`config.mk`:
```
export PLATFORM = sky130hd
export DESIGN_NAME = rc4_useq
export DESIGN_NICKNAME = d
export VERILOG_FILES = /design/src/hdl/rc4_pkg.sv /design/src/hdl/rc4_useq.sv
export SDC_FILE = /design/constraint.sdc
export NUM_CORES = 1
export LEC_CHECK = 0
export BUFFER_PORTS_ARGS = -buffer_cell sky130_fd_sc_hd__buf_2
export CELL_PAD_IN_SITES_DETAIL_PLACEMENT = 0
export CELL_PAD_IN_SITES_GLOBAL_PLACEMENT = 2
export CORE_UTILIZATION = 22
export DETAILED_ROUTE_END_ITERATION = 10
export GPL_ROUTABILITY_DRIVEN = 0
export HOLD_SLACK_MARGIN = 0.12
export PLACE_DENSITY_LB_ADDON = 0.1
export SLEW_MARGIN = 30
export SYNTH_ARGS = -nofsm -noshare
export SYNTH_HDL_FRONTEND = slang
export SYNTH_SLANG_ARGS = --single-unit
```
`constraint.sdc`:
```
create_clock -name clk -period 2.4 [get_ports clk]
set_input_delay 0.24 -clock clk [delete_from_list [all_inputs] [get_ports clk]]
set_output_delay 0.24 -clock clk [all_outputs]
set_load 0.03 [all_outputs]
```
`src/hdl/rc4_pkg.sv`:
```
// Shared types, action codes and the microcode program for the RC4 cipher block.
// No dependencies; every other file in hdl/ imports this package.
`default_nettype none

package rc4_pkg;

  typedef logic [7:0] byte_t;

  localparam int SBOX_DEPTH = 256;
  localparam int PC_W       = 4;

  typedef logic [PC_W-1:0] pc_t;

  // Action codes carried by an input item
  localparam logic [1:0] ACT_LOAD  = 2'd0;
  localparam logic [1:0] ACT_INIT  = 2'd1;
  localparam logic [1:0] ACT_CRYPT = 2'd2;
  localparam logic [1:0] ACT_NONE  = 2'd3;

  // Port A address select
  localparam logic [1:0] A_I1   = 2'd0;  // i + 1
  localparam logic [1:0] A_JSUM = 2'd1;  // j + S[i]
  localparam logic [1:0] A_N    = 2'd2;  // schedule counter
  localparam logic [1:0] A_KSUM = 2'd3;  // acc + S[n] + key

  // Write address select
  localparam logic [1:0] W_I   = 2'd0;
  localparam logic [1:0] W_J   = 2'd1;
  localparam logic [1:0] W_N   = 2'd2;
  localparam logic [1:0] W_ACC = 2'd3;

  // Write data select
  localparam logic WD_RDA = 1'b0;
  localparam logic WD_TA  = 1'b1;

  // Sequencing kinds
  localparam logic [1:0] SEQ_NEXT     = 2'd0;
  localparam logic [1:0] SEQ_GOTO     = 2'd1;
  localparam logic [1:0] SEQ_LOOP     = 2'd2;  // to target until the last round
  localparam logic [1:0] SEQ_DISPATCH = 2'd3;

  // Program steps
  localparam pc_t ST_IDLE = 4'd0;
  localparam pc_t ST_LOAD = 4'd1;
  localparam pc_t ST_C1   = 4'd2;
  localparam pc_t ST_C2   = 4'd3;
  localparam pc_t ST_C3   = 4'd4;
  localparam pc_t ST_K0   = 4'd5;
  localparam pc_t ST_K1   = 4'd6;
  localparam pc_t ST_K2   = 4'd7;
  localparam pc_t ST_K3   = 4'd8;
  localparam pc_t ST_K4   = 4'd9;

  typedef struct packed {
    logic       idle;       // open to a new transfer
    logic       key_we;     // write the latched key byte
    logic [1:0] a_sel;
    logic       upd_ij;     // i <= i + 1, j <= j + S[i]
    logic       ld_ta;
    logic       b_rd;       // keystream read on port B
    logic       s_we;
    logic [1:0] w_addr;
    logic       w_data;
    logic       upd_acc;
    logic       sched_clr;  // identity table, zero acc, n, i, j
    logic       step_n;
    logic       emit;       // load the output register
    logic [1:0] seq;
    pc_t        target;
  } ctrl_word_t;

  typedef struct packed {
    logic n_last;
    logic out_free;
  } status_t;

  // Microcode ROM
  function automatic ctrl_word_t ucode_rom(input pc_t pc);
    ctrl_word_t w;
    w = '0;
    unique case (pc)
      ST_IDLE: begin
        w.idle  = 1'b1;
        w.a_sel = A_I1;
        w.seq   = SEQ_DISPATCH;
      end
      ST_LOAD: begin
        w.key_we = 1'b1;
        w.seq    = SEQ_GOTO;
        w.target = ST_IDLE;
      end
      ST_C1: begin
        w.a_sel  = A_JSUM;
        w.upd_ij = 1'b1;
        w.ld_ta  = 1'b1;
        w.seq    = SEQ_NEXT;
      end
      ST_C2: begin
        w.s_we   = 1'b1;
        w.w_addr = W_I;
        w.w_data = WD_RDA;
        w.b_rd   = 1'b1;
        w.seq    = SEQ_NEXT;
      end
      ST_C3: begin
        w.s_we   = 1'b1;
        w.w_addr = W_J;
        w.w_data = WD_TA;
        w.emit   = 1'b1;
        w.seq    = SEQ_GOTO;
        w.target = ST_IDLE;
      end
      ST_K0: begin
        w.sched_clr = 1'b1;
        w.seq       = SEQ_NEXT;
      end
      ST_K1: begin
        w.a_sel = A_N;
        w.seq   = SEQ_NEXT;
      end
      ST_K2: begin
        w.a_sel   = A_KSUM;
        w.upd_acc = 1'b1;
        w.ld_ta   = 1'b1;
        w.seq     = SEQ_NEXT;
      end
      ST_K3: begin
        w.s_we   = 1'b1;
        w.w_addr = W_N;
        w.w_data = WD_RDA;
        w.seq    = SEQ_NEXT;
      end
      ST_K4: begin
        w.s_we   = 1'b1;
        w.w_addr = W_ACC;
        w.w_data = WD_TA;
        w.step_n = 1'b1;
        w.seq    = SEQ_LOOP;
        w.target = ST_K1;
      end
      default: begin
        w.seq    = SEQ_GOTO;
        w.target = ST_IDLE;
      end
    endcase
    return w;
  endfunction

endpackage

`default_nettype wire

```
`src/hdl/rc4_useq.sv`:
```
// Microcode sequencer: step counter, program ROM lookup and jump logic.
// Depends on rc4_pkg for the control word, status and step codes.
`default_nettype none

module rc4_useq import rc4_pkg::*; (
  input  wire         clk,
  input  wire         rst,
  input  wire         accept,
  input  wire  [1:0]  action,
  input  wire status_t status,
  output ctrl_word_t  ctrl
);

  pc_t pc;
  pc_t pc_next;

  assign ctrl = ucode_rom(pc);

  // Choose the next step
  always_comb begin
    pc_next = pc;
    unique case (ctrl.seq)
      SEQ_NEXT: begin
        pc_next = pc + pc_t'(1);
      end
      SEQ_GOTO: begin
        if (!ctrl.emit || status.out_free) begin
          pc_next = ctrl.target;
        end
      end
      SEQ_LOOP: begin
        pc_next = status.n_last ? ST_IDLE : ctrl.target;
      end
      SEQ_DISPATCH: begin
        pc_next = ST_IDLE;
        if (accept) begin
          unique case (action)
            ACT_LOAD:  pc_next = ST_LOAD;
            ACT_INIT:  pc_next = ST_K0;
            ACT_CRYPT: pc_next = ST_C1;
            default:   pc_next = ST_IDLE;
          endcase
        end
      end
      default: begin
        pc_next = ST_IDLE;
      end
    endcase
  end

  // Step counter
  always_ff @(posedge clk) begin
    if (rst) begin
      pc <= ST_IDLE;
    end else begin
      pc <= pc_next;
    end
  end

endmodule

`default_nettype wire

```
==> results_tabular.tex <==
\begin{tabular}{lr}
\hline
Metric & Value \\
\hline
\multicolumn{2}{l}{\textbf{Outcome}} \\
\quad Status & finished clean \\
\multicolumn{2}{l}{\textbf{Power}} \\
\quad Static Leak & 0.000352 uW \\
\quad Maximum ir drop on the vdd rail & roughly 0.17 mV \\
\quad Power density normalized to cell area & roughly 370 nW/um\^{}2 \\
\multicolumn{2}{l}{\textbf{Global route}} \\
\quad Number of antenna violations at the first check in global routing & 0 \\
\quad Largest net degree at the start of global routing & 10 \\
\quad Via count of the first global-routing pass & 501 \\
\quad Global-route wire length before repair & around 2300 um \\
\quad Global router's overall resource usage & between 10\% and 20\% \\
\quad Overflow left after global routing & 0 \\
\multicolumn{2}{l}{\textbf{Floorplan}} \\
\quad Core Area & 2060 um\^{}2 \\
\quad Overall die area & approximately 2500 um\^{}2 \\
\quad Number of ports placed on the die boundary & 28 \\
\quad Effective utilization at floorplan & about a quarter \\
\quad Die Width & around 50 um \\
\quad Number of placement rows & 16 \\
\quad Die height & around 50 um \\
\multicolumn{2}{l}{\textbf{Synthesis}} \\
\quad Synth Area in Simple Gates & 41.9\% \\
\quad Synth warnings & 0 \\
\quad Portion of netlist area occupied by mux cells & 0\% \\
\quad Share of synthesized area occupied by flip-flops and latches & around 16\% \\
\quad Top cells by instance count after synthesis & sky130\_fd\_sc\_hd\_\_and2\_1 (6), sky130\_fd\_sc\_hd\_\_buf\_4 (6), sky130\_fd\_sc\_hd\_\_dfxtp\_1 (4), sky130\_fd\_sc\_hd\_\_ha\_1 (4), sky130\_fd\_sc\_hd\_\_inv\_1 (4) \\
\quad Mapped Avg Cell Area & 8.13 um\^{}2 \\
\quad Post-synthesis adder-cell area fraction & 9.93\% \\
\quad Dominant synthesized flop cell & sky130\_fd\_sc\_hd\_\_dfxtp\_1 \\
\quad Xor-xnor portion of the synthesized cell area & 1.74\% \\
\quad Yosys top cell by area & sky130\_fd\_sc\_hd\_\_dfxtp\_1 \\
\quad Async S/R FF share, synth & 0\% \\
\quad Cell area after synthesis & around 500 um\^{}2 \\
\quad Complex-gate fraction of the synthesized area & $\sim$16\% \\
\quad Yosys reg bits & 4 \\
\quad Area share of the leading cell type in the synthesized netlist & between 15 and 20\% \\
\quad Synthesized netlist cell count & a little over 60 \\
\quad Largest family of logic cells by synthesized area & simple AND/OR/NAND/NOR gates \\
\quad Post-synth EDFFs & 0 \\
\quad Netlist cell types & 32 \\
\quad Area contributors post-synth & sky130\_fd\_sc\_hd\_\_dfxtp\_1 (16\%), sky130\_fd\_sc\_hd\_\_ha\_1 (9.9\%), sky130\_fd\_sc\_hd\_\_buf\_4 (8.9\%) \\
\multicolumn{2}{l}{\textbf{Final layout}} \\
\quad Number of antenna repair diodes & 0 \\
\quad Nets & 97 \\
\quad Layout overhead on the synthesized area & 25.6\% \\
\quad Fraction of layout cells with a size suffix above 1 & between 40\% and 50\% \\
\quad Max reg flops & 4 \\
\quad Finished Core Util & a little over 30\% \\
\quad Top reg by flops & pc \\
\quad Multi-input gate area & between 300 and 400 um\^{}2 \\
\quad FILL cells & about 240 \\
\quad Top Registers & pc: 4 flops \\
\quad Register area & about 80 um\^{}2 \\
\quad Final standard cell area without fillers & 633 um\^{}2 \\
\multicolumn{2}{l}{\textbf{Setup path}} \\
\quad Worst EP arrival & 1820 ps \\
\quad Data required time of the critical path & roughly 2200 ps \\
\quad Max FO, Critical Path & 6 \\
\quad Critical path start-end classification & reg -> out \\
\quad Kind of end point of the critical path & primary output \\
\quad Nature of the critical path startpoint & flip-flop \\
\multicolumn{2}{l}{\textbf{STA}} \\
\quad Tcrit/Tclk final & between 80\% and 90\% \\
\quad Worst rel slew slack & around 66\% \\
\quad Number of hold violations in the final report & 0 \\
\quad Clock tree skew after final layout & roughly 1.7 ps \\
\quad Final setup violation count & 0 \\
\quad Unrepaired setup endpoints after global routing & false \\
\quad Tightest Pin Transition & between 500 and 600 ps \\
\quad Final-layout setup total negative slack & 0 ps \\
\quad Maximum achievable frequency & 485 MHz \\
\quad Post-layout min period & approximately 2000 ps \\
\quad Final hold slack & $\sim$220 ps \\
\quad Number of pins exceeding their max-slew limit in the final report & 0 \\
\multicolumn{2}{l}{\textbf{CTS}} \\
\quad Root buf cell & sky130\_fd\_sc\_hd\_\_clkbuf\_4 \\
\quad Maximum number of buffers from clock root to sink & 2 \\
\quad Buffer count from post-CTS setup fixing & 0 \\
\quad Worst skew pair latency & between 200 and 250 ps \\
\quad Post-cts repair resize count & 0 \\
\quad TritonCTS clock tree & built \\
\quad Hold Buf Count CTS & 0 \\
\quad Clock-pin slew on the worst setup and hold paths & roughly 40 ps \\
\quad Number of clock buffers inserted by TritonCTS & 3 \\
\quad H-tree levels & 1 \\
\quad Sinks on the clock net & 4 \\
\multicolumn{2}{l}{\textbf{Route}} \\
\quad Wire per inst & around 12 um \\
\quad Antenna-violating nets left & 0 \\
\quad First drt pass iteration count & 4 \\
\quad Initial detailed-routing violation count & 10 \\
\quad DRC Markers & 0 \\
\quad Drt total wl & between 1000 and 1500 um \\
\quad Overall via count from detail\_route & just over 500 \\
\quad Drt via density & $\sim$4.6 \\
\multicolumn{2}{l}{\textbf{Job}} \\
\quad Count of max-cap constraint violations & 0 \\
\multicolumn{2}{l}{\textbf{Place}} \\
\quad Dpl cell area & between 600 and 700 um\^{}2 \\
\quad Input/output buffers & 25 \\
\quad Post-detailed-placement half-perimeter wirelength & $\sim$1100 um \\
\multicolumn{2}{l}{\textbf{Worst hold path}} \\
\quad Type of the worst min-delay path & in -> reg \\
\hline
\end{tabular}
[per-stage QoR]
step / cells / total power, uW / setup slack [ps]
detailed placement: 108 / 153 / 522
global placement: 108 / 154 / 481
finish: 111 / 234 / 340
CTS: 111 / 237 / 317
global route: 111 / 248 / 226
floorplan: 63 / 136 / 513
[cells by family (layout without fill, tap and decap cells)]
group,count (synthesis),count (layout)
simple gates,30,30
compound gates,11,11
buf+inv,11,32
fa+ha+maj,4,4
flops,4,4
other cells,1,2
xor+xnor,1,1
[layout by cell type (no fill, tap or decap), types with 2 or more instances in the layout]
master and instances:
sky130_fd_sc_hd__nor2_1 3, sky130_fd_sc_hd__inv_1 4, sky130_fd_sc_hd__dfxtp_1 4, sky130_fd_sc_hd__or2_2 3, sky130_fd_sc_hd__a21oi_1 2, sky130_fd_sc_hd__ha_1 4
sky130_fd_sc_hd__clkbuf_4 3, sky130_fd_sc_hd__o21ai_0 2, sky130_fd_sc_hd__and2_1 6, sky130_fd_sc_hd__a31oi_1 2, sky130_fd_sc_hd__nor4_1 2, sky130_fd_sc_hd__nand2_1 2
sky130_fd_sc_hd__nor3_1 2, sky130_fd_sc_hd__conb_1 2, sky130_fd_sc_hd__buf_2 25, sky130_fd_sc_hd__nand3b_1 2
[power breakdown]
| group | total, uW | internal (uW) | switching [uW] |
|---|---|---|---|
| Combinational | 77.2 | 26.9 | 50.3 |
| Sequential | 74.0 | 69.4 | 4.66 |
| Clock | 82.9 | 55.9 | 27.1 |
[final timing paths]
kind                      start            endpoint  slack [ps]  depth (start not counted)
max          pc[0]$_SDFFE_PP0P_             ctrl[4]         340                          6
min                         rst  pc[2]$_SDFFE_PP0P_         220                          2
max reg2reg  pc[0]$_SDFFE_PP0P_  pc[3]$_SDFFE_PP0P_         510                          6
min reg2reg  pc[0]$_SDFFE_PP0P_  pc[0]$_SDFFE_PP0P_         550                          2
[layer usage]
metal	vias to the layer above	share of wire, %	track usage [%]
met5	-	0	0
met2	23	46	20.9
met1	227	46	14.2
li1	255	-	-
met3	4	5.9	2.78
met4	0	2.2	7.14
[layout make-up]
cell class / instances / share of cell area, %
Multi-Input combinational cell: 48 / 56.3
Timing Repair Buffer: 25 / 19.8
Sequential cell: 4 / 12.6
Tap cell: 27 / 5.34
Clock buffer: 3 / 3.56
Inverter: 4 / 2.37
[worst max-delay path, cell delays in order, from the launching register on]
cell and delay (ps):
sky130_fd_sc_hd__dfxtp_1 390, sky130_fd_sc_hd__inv_1 110, sky130_fd_sc_hd__ha_1 280, sky130_fd_sc_hd__o21bai_1 180, sky130_fd_sc_hd__a21oi_1 350, sky130_fd_sc_hd__nor2_1 80
sky130_fd_sc_hd__buf_2 190
Power figures use the tool's default switching activity.
